<file path="src/rtl/core/hog_cell_orientation_histogram_core_macros.svh">
`ifndef HOG_CELL_ORIENTATION_HISTOGRAM_CORE_MACROS_SVH
`define HOG_CELL_ORIENTATION_HISTOGRAM_CORE_MACROS_SVH

// same-cycle implication, disabled in reset
`define HOGC_ASSERT_IMP(lbl, ante, cons, msg) \
  lbl: assert property (@(posedge clk) disable iff (rst) (ante) |-> (cons)) else $error(msg);

// next-cycle implication, disabled in reset
`define HOGC_ASSERT_NXT(lbl, ante, cons, msg) \
  lbl: assert property (@(posedge clk) disable iff (rst) (ante) |=> (cons)) else $error(msg);

`endif

</file>
<file path="src/rtl/core/hogc_pkg.sv">
package hogc_pkg;

  localparam int IMAGE_SIZE     = 128;
  localparam int CELL_SIZE      = 8;
  localparam int CELLS_PER_SIDE = 15;
  localparam int NUM_BINS       = 9;
  localparam int FRACTION_BITS  = 15;

  localparam int HALF_BINS  = NUM_BINS / 2;
  localparam int TAN_COUNT  = 4;
  localparam int CELL_SPAN  = CELLS_PER_SIDE * CELL_SIZE;
  localparam int COL_W      = $clog2(IMAGE_SIZE);
  localparam int CNT_DEPTH  = CELLS_PER_SIDE * NUM_BINS;
  localparam int CNT_AW     = $clog2(CNT_DEPTH);
  localparam int CNT_W      = 7;
  localparam int CIDX_W     = 4;
  localparam int BIN_W      = 4;
  localparam int SUM_W      = 13;
  localparam int VAL_W      = FRACTION_BITS + 1;
  localparam int T_W        = FRACTION_BITS + 1;
  localparam int TT_W       = 2 * T_W;
  localparam int PROD_W     = TT_W + SUM_W;
  localparam int TAN_W      = 35;
  localparam int QUEUE_DEPTH = 2;
  localparam int QPTR_W     = $clog2(QUEUE_DEPTH);

  localparam logic [TAN_W-1:0] BOUND_TAN [TAN_COUNT] = '{
    35'd1563240253, 35'd3603905474, 35'd7439101574, 35'd24357969942
  };

  typedef struct packed {
    logic [CIDX_W-1:0]                cell_row;
    logic [CIDX_W-1:0]                cell_col;
    logic [NUM_BINS-1:0][CNT_W-1:0]   counts;
  } cell_rec_t;

  function automatic logic [BIN_W-1:0] orient_bin(input logic signed [8:0] gx_in,
                                                  input logic signed [8:0] gy_in);
    logic signed [9:0] gx;
    logic signed [9:0] gy;
    logic [TAN_W+7:0]  ys;
    logic [TAN_W+7:0]  prod;
    logic [7:0]        a;
    logic [BIN_W-1:0]  b;
    gx = 10'(gx_in);
    gy = 10'(gy_in);
    if (gy < 0) begin
      gx = -gx;
      gy = -gy;
    end
    ys = {3'b000, gy[7:0], 32'h0};
    a  = (gx < 0) ? 8'(-gx) : 8'(gx);
    if (gy == 0) begin
      b = '0;
    end else if (gx > 0) begin
      b = '0;
      for (int k = 0; k < TAN_COUNT; k++) begin
        prod = (TAN_W+8)'(BOUND_TAN[k]) * (TAN_W+8)'(a);
        if (ys >= prod) b = b + BIN_W'(1);
      end
    end else if (gx == 0) begin
      b = BIN_W'(HALF_BINS);
    end else begin
      b = BIN_W'(HALF_BINS);
      for (int k = 0; k < TAN_COUNT; k++) begin
        prod = (TAN_W+8)'(BOUND_TAN[k]) * (TAN_W+8)'(a);
        if (ys < prod) b = b + BIN_W'(1);
      end
    end
    return b;
  endfunction

endpackage

</file>
<file path="src/rtl/core/hogc_fifo.sv">
module hogc_fifo (
  input  logic                clk,
  input  logic                rst,
  input  logic                push_valid,
  output logic                push_ready,
  input  hogc_pkg::cell_rec_t push_data,
  output logic                pop_valid,
  input  logic                pop_ready,
  output hogc_pkg::cell_rec_t pop_data
);
  import hogc_pkg::*;

  cell_rec_t entries [QUEUE_DEPTH];
  logic [QPTR_W-1:0] wr_ptr, rd_ptr;
  logic [QPTR_W:0] fill;
  logic do_push, do_pop;

  assign push_ready = (fill != (QPTR_W+1)'(QUEUE_DEPTH));
  assign pop_valid  = (fill != '0);
  assign pop_data   = entries[rd_ptr];
  assign do_push    = push_valid && push_ready;
  assign do_pop     = pop_valid && pop_ready;

  always_ff @(posedge clk) begin
    if (do_push) entries[wr_ptr] <= push_data;
  end

  always_ff @(posedge clk) begin
    if (rst) begin
      wr_ptr <= '0;
      rd_ptr <= '0;
      fill   <= '0;
    end else begin
      if (do_push) wr_ptr <= wr_ptr + QPTR_W'(1);
      if (do_pop) rd_ptr <= rd_ptr + QPTR_W'(1);
      if (do_push && !do_pop) begin
        fill <= fill + (QPTR_W+1)'(1);
      end else if (do_pop && !do_push) begin
        fill <= fill - (QPTR_W+1)'(1);
      end
    end
  end

endmodule

</file>
<file path="config.mk">
export PLATFORM = sky130hd
export DESIGN_NAME = hogc_fifo
export DESIGN_NICKNAME = d
export VERILOG_FILES = /design/src/rtl/core/hog_cell_orientation_histogram_core_macros.svh /design/src/rtl/core/hogc_pkg.sv /design/src/rtl/core/hogc_fifo.sv
export SDC_FILE = /design/constraint.sdc
export NUM_CORES = 1
export LEC_CHECK = 0
export BUFFER_PORTS_ARGS = -buffer_cell sky130_fd_sc_hd__buf_2
export CORE_MARGIN = 1.5
export CORE_UTILIZATION = 45
export CTS_BUF_LIST = sky130_fd_sc_hd__clkbuf_16
export DETAILED_ROUTE_END_ITERATION = 6
export PLACE_DENSITY = 0.7
export SYNTH_ARGS = -nofsm -noshare
export SYNTH_HDL_FRONTEND = slang
export SYNTH_SLANG_ARGS = --single-unit
</file>
<file path="constraint.sdc">
create_clock -name clk -period 8.1 [get_ports clk]
set_input_delay 0.81 -clock clk [delete_from_list [all_inputs] [get_ports clk]]
set_output_delay 0.81 -clock clk [all_outputs]
set_load 0.1 [all_outputs]
</file>
==> impl_metrics.yaml <==
critical_path:
  crit_arrival_ns: 2.18
  reg2reg_depth: 4
  path_class: "flip-flop to primary output"
  regToRegStartpoint: "fill[0]$_SDFFE_PP0P_"
  rrSetupSlack_ns: 6.15
  worstPathRequired_ns: 7.29
  path_max_fanout: 71
  critPathCaptureType: "primary output"
  start_kind: "flip-flop"
  r2r-end: "entries[0][68]$_DFFE_PP_"
global_route:
  grt_max_degree: 72
  antenna_found_initial: 0
  grt_pass1_wl_um: 13900
  grtUsageTotal: 0.148
  grt_overflow: 0
  grt_pass1_vias: 2851
timing:
  finalSetupViolations: 0
  layout_min_cycle_time_ns: 2.99
  drv_slew: 0
  tightest_slew_ns: 1.02
  grt_setup_unrepaired: "false"
  finClkSkew_ns: 0.00478
  fmax_mhz: 334
  relSlewSlack: 0.322
  hold_viol_final: 0
  finalCritPeriodShare: 0.369
  final.setup.tns_ns: 0
cts:
  clock-root-buffer: "clkbuf_16"
  cts.htree.levels: 4
  path_clk_slew_ns: 0.06
  cts.path.max_buffers: 2
  post-cts-setup-buffer-count: 0
  cts_hold_buf: 0
  cts_tree: "built"
  cts_buffers: 17
  cts_sinks: 147
  clock_latency_ns: 0.41
  cts_resized: 0
synth:
  ys_seq_area_frac: 0.819
  ys_ff_latch: 147
  syn-cell-area_um2: 5330
  syn_avg_cell_area_um2: 21.8
  synth_top_cell_by_area: "edfxtp_1"
  yosysTopAreaCellShare: 0.800
  netlist_top_cells_area: "edfxtp_1, mux2_2, dfxtp_1"
  synth_warnings: 0
  synth.distinct_cells: 18
  syn_inst: 245
  synth.net_count: 321
floorplan:
  die_area_um2: 12500
  die_h_um: 112
  row_count: 39
  start_util: 0.465
  coreArea_um2: 11500
  ioPinCount: 148
  fp.dieW_um: 112
place:
  detailed_place_hpwl_um: 5370
  io_buffers: 147
  gp_congestion: 0.691
final_layout:
  filler_cell_count: 860
  nNetsFinal: 480
  area_delta_synth_final_pct: 27.4
  final_common_cell: "buf_2"
  final_cell_mix: "buf_2, edfxtp_1, mux2_2"
  diodes: 0
  drive_above_1_share: 0.600
job:
  cap_violations: 0
routing:
  avgViaCountPerCell: 4.93
  firstDrtPassIters: 4
  drc: 0
  first_iter_violations: 151
  wl_um: 9040
  wl_per_cell_um: 16.1
  ant_nets: 0
  vias: 2762
status:
  status: "finished, final reports clean"
hold_path:
  hold_depth: 2
  worstHoldStart: "rd_ptr$_SDFFE_PP0P_"
  hp-class: "flip-flop to flip-flop"
[cells by family after synthesis]
kind of cell / count (synthesis) / share of synthesized area
AO/OA/AOI/OAI: 5 / 0.00563
XOR/XNOR: 3 / 0.00493
adder cells (fa/ha/maj): 1 / 0.00235
buffers and inverters: 9 / 0.00915
flip-flops: 147 / 0.819
multiplexers: 71 / 0.150
AND/OR/NAND/NOR: 9 / 0.00939
[Yosys cell counts, drive strengths merged]
cell type	n
a21oi	2
inv	1
a21bo	1
mux2	71
nand3b	1
dfxtp	5
or3	1
and3	1
and2	1
o21ai	2
nor2	3
ha	1
buf	8
or2	1
nand2b	1
xor2	3
edfxtp	142
[worst max-delay path, stage by stage (launching register included)]
cell and delay [ns]:
dfxtp_4 0.98, mux2_2 0.34, buf_2 0.43
[final cells by class]
| type | count | area, um2 | share of cell area |
|---|---|---|---|
| repair buffers | 148 | 743 | 0.109 |
| multi-input cells | 89 | 923 | 0.136 |
| clock buffers | 17 | 425 | 0.0626 |
| inverters | 1 | 3.75 | 0.000553 |
| clock inverters | 15 | 148 | 0.0217 |
| well taps | 143 | 179 | 0.0263 |
| flip-flops and latches | 147 | 4370 | 0.643 |
[sequential cells by signal, indices dropped and copies added (netlist names), named ones only]
name,count
fill,2
wr_ptr,1
entries,142
rd_ptr,1
[metrics by stage]
step / worst slack [ns] / hold slack [ns] / cells / cell area, um2 / util
2_1_floorplan: 4.58 / 0.471 / 245 / 5330 / -
3_3_place_gp: 5.51 / 0.484 / 528 / 6220 / 0.542
3_5_place_dp: 5.50 / 0.496 / 528 / 6220 / 0.542
4_1_cts: 5.06 / 0.513 / 560 / 6790 / 0.592
5_1_grt: 4.98 / 0.539 / 560 / 6790 / 0.592
6_report: 5.11 / 0.510 / 560 / 6790 / 0.592
[per-layer routing]
layer	up-vias	global-route usage	wire [um]
met1	1347	0.175	3710
met3	16	0.0626	732
met2	106	0.237	4410
met5	-	0	0
met4	0	0.0667	188
li1	1293	-	-
[worst max path at each step]
stage / start / end / slack [ns] / cells after the start
after floorplan: fill[0]$_SDFFE_PP0P_ / entries[1][0]$_DFFE_PP_ / 4.58 / 2
after global placement: flip-flop / pop_data[30] / 5.51 / 2
after CTS: flip-flop / pop_data[30] / 5.06 / 2
after detailed placement: flip-flop / pop_data[30] / 5.50 / 2
final: flip-flop / pop_data[37] / 5.11 / 2
after global routing: flip-flop / pop_data[37] / 4.98 / 2
Power is left out: the tool's default activity adds up to more than one toggle a clock period on the data nets, which glitch-free logic cannot reach.
