**src/rtl/core/hog_cell_orientation_histogram_core_macros.svh**
```systemverilog
`ifndef HOG_CELL_ORIENTATION_HISTOGRAM_CORE_MACROS_SVH
`define HOG_CELL_ORIENTATION_HISTOGRAM_CORE_MACROS_SVH

// same-cycle implication, disabled in reset
`define HOGC_ASSERT_IMP(lbl, ante, cons, msg) \
  lbl: assert property (@(posedge clk) disable iff (rst) (ante) |-> (cons)) else $error(msg);

// next-cycle implication, disabled in reset
`define HOGC_ASSERT_NXT(lbl, ante, cons, msg) \
  lbl: assert property (@(posedge clk) disable iff (rst) (ante) |=> (cons)) else $error(msg);

`endif

```
**src/rtl/core/hogc_pkg.sv**
```systemverilog
package hogc_pkg;

  localparam int IMAGE_SIZE     = 128;
  localparam int CELL_SIZE      = 8;
  localparam int CELLS_PER_SIDE = 15;
  localparam int NUM_BINS       = 9;
  localparam int FRACTION_BITS  = 15;

  localparam int HALF_BINS  = NUM_BINS / 2;
  localparam int TAN_COUNT  = 4;
  localparam int CELL_SPAN  = CELLS_PER_SIDE * CELL_SIZE;
  localparam int COL_W      = $clog2(IMAGE_SIZE);
  localparam int CNT_DEPTH  = CELLS_PER_SIDE * NUM_BINS;
  localparam int CNT_AW     = $clog2(CNT_DEPTH);
  localparam int CNT_W      = 7;
  localparam int CIDX_W     = 4;
  localparam int BIN_W      = 4;
  localparam int SUM_W      = 13;
  localparam int VAL_W      = FRACTION_BITS + 1;
  localparam int T_W        = FRACTION_BITS + 1;
  localparam int TT_W       = 2 * T_W;
  localparam int PROD_W     = TT_W + SUM_W;
  localparam int TAN_W      = 35;
  localparam int QUEUE_DEPTH = 2;
  localparam int QPTR_W     = $clog2(QUEUE_DEPTH);

  localparam logic [TAN_W-1:0] BOUND_TAN [TAN_COUNT] = '{
    35'd1563240253, 35'd3603905474, 35'd7439101574, 35'd24357969942
  };

  typedef struct packed {
    logic [CIDX_W-1:0]                cell_row;
    logic [CIDX_W-1:0]                cell_col;
    logic [NUM_BINS-1:0][CNT_W-1:0]   counts;
  } cell_rec_t;

  function automatic logic [BIN_W-1:0] orient_bin(input logic signed [8:0] gx_in,
                                                  input logic signed [8:0] gy_in);
    logic signed [9:0] gx;
    logic signed [9:0] gy;
    logic [TAN_W+7:0]  ys;
    logic [TAN_W+7:0]  prod;
    logic [7:0]        a;
    logic [BIN_W-1:0]  b;
    gx = 10'(gx_in);
    gy = 10'(gy_in);
    if (gy < 0) begin
      gx = -gx;
      gy = -gy;
    end
    ys = {3'b000, gy[7:0], 32'h0};
    a  = (gx < 0) ? 8'(-gx) : 8'(gx);
    if (gy == 0) begin
      b = '0;
    end else if (gx > 0) begin
      b = '0;
      for (int k = 0; k < TAN_COUNT; k++) begin
        prod = (TAN_W+8)'(BOUND_TAN[k]) * (TAN_W+8)'(a);
        if (ys >= prod) b = b + BIN_W'(1);
      end
    end else if (gx == 0) begin
      b = BIN_W'(HALF_BINS);
    end else begin
      b = BIN_W'(HALF_BINS);
      for (int k = 0; k < TAN_COUNT; k++) begin
        prod = (TAN_W+8)'(BOUND_TAN[k]) * (TAN_W+8)'(a);
        if (ys < prod) b = b + BIN_W'(1);
      end
    end
    return b;
  endfunction

endpackage

```
**src/rtl/core/hogc_norm.sv**
```systemverilog
`include "hog_cell_orientation_histogram_core_macros.svh"

module hogc_norm (
  input  logic                         clk,
  input  logic                         rst,
  input  logic                         rec_valid,
  output logic                         rec_ready,
  input  hogc_pkg::cell_rec_t          rec,
  output logic                         out_valid,
  input  logic                         out_stall,
  output logic [hogc_pkg::CIDX_W-1:0]  cell_row,
  output logic [hogc_pkg::CIDX_W-1:0]  cell_col,
  output logic [hogc_pkg::BIN_W-1:0]   bin_index,
  output logic [hogc_pkg::CNT_W-1:0]   bin_count,
  output logic [hogc_pkg::VAL_W-1:0]   bin_value,
  output logic                         last_bin
);
  import hogc_pkg::*;

  typedef enum logic [4:0] {
    B_IDLE = 5'b00001,
    B_SUM  = 5'b00010,
    B_INIT = 5'b00100,
    B_MID  = 5'b01000,
    B_CMP  = 5'b10000
  } bstate_t;

  bstate_t state;
  logic out_q;
  cell_rec_t cur;
  logic [BIN_W-1:0] k;
  logic [SUM_W-1:0] s, c_sq;
  logic [VAL_W-1:0] lo, hi, mid, mid_q;
  logic [VAL_W:0] span;
  logic [T_W-1:0] t;
  logic [TT_W-1:0] tt;
  logic [PROD_W-1:0] lhs, rhs;
  logic [CNT_W-1:0] ck;

  assign ck        = cur.counts[k];
  assign rec_ready = (state == B_IDLE) && !out_q;
  assign span      = (VAL_W+1)'(hi) - (VAL_W+1)'(lo) + (VAL_W+1)'(1);
  assign mid       = lo + VAL_W'(span >> 1);
  assign t         = T_W'({mid, 1'b0} - (VAL_W+1)'(1));
  assign lhs       = PROD_W'(tt) * PROD_W'(s);
  assign rhs       = {c_sq, TT_W'(0)};

  assign out_valid = out_q;
  assign cell_row  = cur.cell_row;
  assign cell_col  = cur.cell_col;
  assign bin_index = k;
  assign bin_count = ck;
  assign bin_value = lo;
  assign last_bin  = (k == BIN_W'(NUM_BINS - 1));

  always_ff @(posedge clk) begin
    if (rec_valid && rec_ready) cur <= rec;
    if (state == B_MID) begin
      tt    <= TT_W'(t) * TT_W'(t);
      mid_q <= mid;
    end
    if (state == B_INIT) begin
      c_sq <= SUM_W'((2*CNT_W)'(ck) * (2*CNT_W)'(ck));
      lo   <= '0;
      hi   <= (s == '0) ? '0 : VAL_W'(1) << FRACTION_BITS;
    end
    if (state == B_CMP) begin
      if (lhs <= rhs) begin
        lo <= mid_q;
      end else begin
        hi <= mid_q - VAL_W'(1);
      end
    end
  end

  always_ff @(posedge clk) begin
    if (rst) begin
      state <= B_IDLE;
      out_q <= 1'b0;
      k     <= '0;
      s     <= '0;
    end else begin
      unique case (state)
        B_IDLE: begin
          if (out_q) begin
            if (!out_stall) begin
              out_q <= 1'b0;
              if (!last_bin) begin
                k <= k + BIN_W'(1);
                state <= B_INIT;
              end
            end
          end else if (rec_valid) begin
            k <= '0;
            s <= '0;
            state <= B_SUM;
          end
        end
        B_SUM: begin
          s <= s + SUM_W'((2*CNT_W)'(ck) * (2*CNT_W)'(ck));
          if (k == BIN_W'(NUM_BINS - 1)) begin
            k <= '0;
            state <= B_INIT;
          end else begin
            k <= k + BIN_W'(1);
          end
        end
        B_INIT: state <= B_MID;
        B_MID: begin
          if (lo == hi) begin
            out_q <= 1'b1;
            state <= B_IDLE;
          end else begin
            state <= B_CMP;
          end
        end
        B_CMP: state <= B_MID;
        default: state <= B_IDLE;
      endcase
    end
  end

  `HOGC_ASSERT_IMP(a_search_bounds, state == B_CMP, (mid_q > lo) && (mid_q <= hi), "search midpoint out of range")
  `HOGC_ASSERT_IMP(a_zero_count, out_valid, (bin_count == '0) == (bin_value == '0), "zero count and zero value disagree")
  `HOGC_ASSERT_NXT(a_bin_advance, out_valid && !out_stall && !last_bin, state == B_INIT, "next bin not started")

endmodule

```
**config.mk**
```make
export PLATFORM = sky130hd
export DESIGN_NAME = hogc_norm
export DESIGN_NICKNAME = d
export VERILOG_FILES = /design/src/rtl/core/hogc_pkg.sv /design/src/rtl/core/hogc_norm.sv
export VERILOG_INCLUDE_DIRS = /design/src /design/src/rtl/core
export SDC_FILE = /design/constraint.sdc
export NUM_CORES = 2
export LEC_CHECK = 0
export BUFFER_PORTS_ARGS = -buffer_cell sky130_fd_sc_hd__buf_2
export CAP_MARGIN = 20
export CORE_UTILIZATION = 25
export CTS_CLUSTER_DIAMETER = 150
export DETAILED_ROUTE_END_ITERATION = 8
export SLEW_MARGIN = 10
export SYNTH_ARGS = -nofsm -noshare
export SYNTH_HDL_FRONTEND = slang
export SYNTH_SLANG_ARGS = --single-unit
```
**constraint.sdc**
```tcl
create_clock -name clk -period 18.35 [get_ports clk]
set_input_delay 0.9175 -clock clk [delete_from_list [all_inputs] [get_ports clk]]
set_output_delay 0.9175 -clock clk [all_outputs]
set_load 0.01 [all_outputs]
```
==> run summary <==
==============================================================================
Status                                                            finished, final reports clean
Setup Fix Bufs, Post-CTS                                                     0
Number of gates resized after cts                                            0
Remaining max-slew budget at the tightest pin                            32.1%
Wire length of the first global-routing pass                            127 mm
Maximum frequency from static timing analysis                         91.0 MHz
Period Utilization, post-route                                           59.9%
Num Clock Sinks                                                            182
Horizontal die dimension                                                355 um
Vias per cell                                                             4.49
Worst Setup Start Kind                                               flip-flop
Post-CTS Hold Buffers                                                        0
Layout Nets                                                               4155
Critical path arrival                                                 11.20 ns
Number of iterations in the first detailed-routing pass                      6
Critical-path maximum fanout                                                17
Global placer's final weighted congestion                                0.877
Endpoint, Worst Hold                                                     hi[1]
Most instantiated flip-flop cell in the synthesis netlist         sky130_fd_sc_hd__edfxtp_1
Synthesis-stage register bit count                                         182
Leading cell type in the layout, fill and taps excluded           sky130_fd_sc_hd__inv_1
Wirelength, routed                                                     76.3 mm
Hold violation total from the final report                                   0
Initial Utilization                                                      25.4%
Violation count after the first detailed-route iteration                  1237
Fill cell total of the finished layout                                   12950
Count of antenna-violating nets left after detailed routing                  0
Clock latency reported for the late side of the worst-skew pair        0.48 ns
Fraction of the yosys area taken by sequential cells                     15.8%
Gate count of the mapped netlist                                          3268
Via total after detailed routing                                         22204
Final instance area                                                  34000 um2
Category of the worst setup path capture point                       flip-flop
Critical hold path startpoint                                            hi[1]
Number of setup violations in the final report                               0
Final setup skew                                                     0.0209 ns
Pins over their slew limit                                                   0
Layout overhead on the synthesized area                                  9.51%
Synthesized cell area                                                31100 um2
Critical Path Most Common Cell                                    sky130_fd_sc_hd__fa_1
CP peak stage delay                                                    0.63 ns
Most frequent cells in the layout                                 656 x sky130_fd_sc_hd__inv_1, 491 x sky130_fd_sc_hd__fa_1, 360 x sky130_fd_sc_hd__and2_1
GRT Residual Overflow                                                        0
Average routed wire per standard cell                                  15.4 um
Shortest period the worst path allows                                 10.99 ns
Largest net degree at the start of global routing                           72
Worst hold path cell count                                                   2
Initial antenna violation count                                              1
Placed inst area                                                     33400 um2
Share of synthesized registers carrying an async set or reset               0%
Core ar.                                                            123000 um2
Worst min path class                                                reg -> reg
Standard-cell row count                                                    128
Number of synthesized flops with an enable pin                             127
Critical R2R Launch                                               bin_value[1]
Number of H-tree levels                                                      4
Clock Path Buffers                                                           2
TritonCTS clock tree                                                     built
Number of maximum-capacitance constraint violations                          0
Total DRC errors in the routed layout                                        0
Count of input and output buffers                                          112
RSZ-0062 raised after global routing                                        no
Minimum setup slack among reg-to-reg paths                             7.36 ns
Post-route non-filler standard cell count                                 4945
Setup TNS after final layout                                              0 ns
Kind of critical path                                               reg -> reg
Cell with the biggest individual delay on the critical path       sky130_fd_sc_hd__or4b_2
Mean post-synth cell area                                             9.51 um2
Total placed cells including tap cells                                    4912
Cells on worst reg2reg path                                                 42
Worst Tran Pin Value                                                   1.02 ns
Ratio of cells with drive above 1 in the final layout                    7.83%
Height of the die                                                       355 um
Post-detailed-placement half-perimeter wirelength                      61.6 mm
Count of cell types in the netlist                                         102
CTS buffer count                                                            17
Clock transition at path regs                                          0.09 ns
Via count of the first global-routing pass                               23739
Warnings, synthesis                                                          0
Root buffer cell                                                  sky130_fd_sc_hd__clkbuf_16
Reg2reg end                                                             tt[30]
Num ports                                                                  113
Global routing usage summed across all routing layers                    12.4%
CP Data Required Time                                                 18.56 ns
DIE AREA                                                            126000 um2
==============================================================================
cell usage after synthesis (7+ instances only):
| cell | n | share of area (%) |
|---|---|---|
| sky130_fd_sc_hd__o21a_1 | 16 | 0.39 |
| sky130_fd_sc_hd__nor2_1 | 158 | 1.9 |
| sky130_fd_sc_hd__xnor2_1 | 95 | 2.7 |
| sky130_fd_sc_hd__a211oi_1 | 11 | 0.27 |
| sky130_fd_sc_hd__clkbuf_1 | 105 | 1.3 |
| sky130_fd_sc_hd__nand2_1 | 210 | 2.5 |
| sky130_fd_sc_hd__xor2_1 | 37 | 1.0 |
| sky130_fd_sc_hd__o21ai_0 | 45 | 0.72 |
| sky130_fd_sc_hd__inv_1 | 657 | 7.9 |
| sky130_fd_sc_hd__o2111ai_1 | 21 | 0.59 |
| sky130_fd_sc_hd__nand2b_1 | 19 | 0.38 |
| sky130_fd_sc_hd__o21bai_1 | 15 | 0.36 |
| sky130_fd_sc_hd__nand4_1 | 19 | 0.38 |
| sky130_fd_sc_hd__a21oi_1 | 99 | 1.6 |
| sky130_fd_sc_hd__edfxtp_1 | 127 | 12 |
| sky130_fd_sc_hd__a41oi_1 | 19 | 0.54 |
| sky130_fd_sc_hd__nand3_1 | 37 | 0.60 |
| sky130_fd_sc_hd__or3_1 | 12 | 0.24 |
| sky130_fd_sc_hd__and2_1 | 360 | 7.2 |
| sky130_fd_sc_hd__buf_4 | 9 | 0.22 |
| sky130_fd_sc_hd__mux4_2 | 14 | 1.0 |
| sky130_fd_sc_hd__ha_1 | 283 | 11 |
| sky130_fd_sc_hd__buf_2 | 9 | 0.14 |
| sky130_fd_sc_hd__mux2i_1 | 26 | 0.84 |
| sky130_fd_sc_hd__and3_1 | 12 | 0.24 |
| sky130_fd_sc_hd__clkinv_1 | 7 | 0.085 |
| sky130_fd_sc_hd__o211ai_1 | 14 | 0.34 |
| sky130_fd_sc_hd__nand3b_1 | 7 | 0.17 |
| sky130_fd_sc_hd__nor2b_1 | 16 | 0.32 |
| sky130_fd_sc_hd__o32ai_1 | 15 | 0.42 |
| sky130_fd_sc_hd__a31oi_1 | 15 | 0.30 |
| sky130_fd_sc_hd__fa_1 | 491 | 32 |
| sky130_fd_sc_hd__a21o_1 | 44 | 1.1 |
| sky130_fd_sc_hd__dfxtp_1 | 55 | 3.5 |
| sky130_fd_sc_hd__nor3b_1 | 9 | 0.22 |
| sky130_fd_sc_hd__nor3_1 | 32 | 0.52 |
| sky130_fd_sc_hd__nor4_1 | 16 | 0.32 |
metrics by stage:
step	hold slack [ns]	utilization, %	setup WS, ns
2_1_floorplan	0.438	-	8.37
3_3_place_gp	0.450	27.2	7.58
3_5_place_dp	0.454	27.2	7.37
4_1_cts	0.467	27.8	7.31
5_1_grt	0.473	27.8	6.49
6_report	0.462	27.8	7.36
logic make-up after synthesis:
group / share of synthesized area (%)
fa+ha+maj: 43.0
flops: 15.8
compound gates: 9.08
simple gates: 16.2
buf+inv: 9.92
mux: 1.94
other cells: 0.0242
xor+xnor: 3.99
how the worst max path moves through the flow:
stage / start / to / slack, ns / cells after the start
after detailed placement: bin_value[1] / tt[30] / 7.37 / 42
after floorplan: bin_value[1] / tt[30] / 8.37 / 43
after CTS: bin_value[1] / tt[30] / 7.31 / 42
after global routing: bin_value[1] / tt[30] / 6.49 / 44
final: bin_value[1] / tt[30] / 7.36 / 42
after global placement: bin_value[1] / tt[31] / 7.58 / 43
worst max-delay path, delay by kind of cell (launching register included):
family                     cells  cell delay, ns
AOI/OAI and AO/OA             13            3.06
xor gates and xnor gates       2            0.26
adders and majority gates     11            4.23
buffers and inverters          7            0.69
DFF                            1            0.39
and+or+nand+nor                9            2.09
final cells by class:
cell class / instances / area, um2 / area share, %
Inverter: 665 / 2500 / 7.34
Clock buffer: 17 / 425 / 1.25
Timing Repair Buffer: 146 / 823 / 2.42
Tap cell: 1625 / 2030 / 5.98
Clock inverter: 15 / 220 / 0.647
Antenna cell: 1 / 2.50 / 0.00736
Multi-Input combinational cell: 2294 / 23100 / 67.9
Sequential cell: 182 / 4920 / 14.5
state kept, by name, indices dropped and copies added, names as in the netlist:
register   count
cur           63
tt            28
bin_value     16
hi            16
mid_q         16
s             13
c_sq          12
state          5
bin_index      4
cell_col       4
cell_row       4
out_valid      1
per-layer routing:
layer	global-route usage, %	wire, um
met3	1.44	2820
met2	22.4	38400
met1	15.9	33900
met5	0	0
met4	2.50	1230
Power is not shown: default switching activity piles up to over one toggle a cycle in this logic, so the estimate is an artifact.
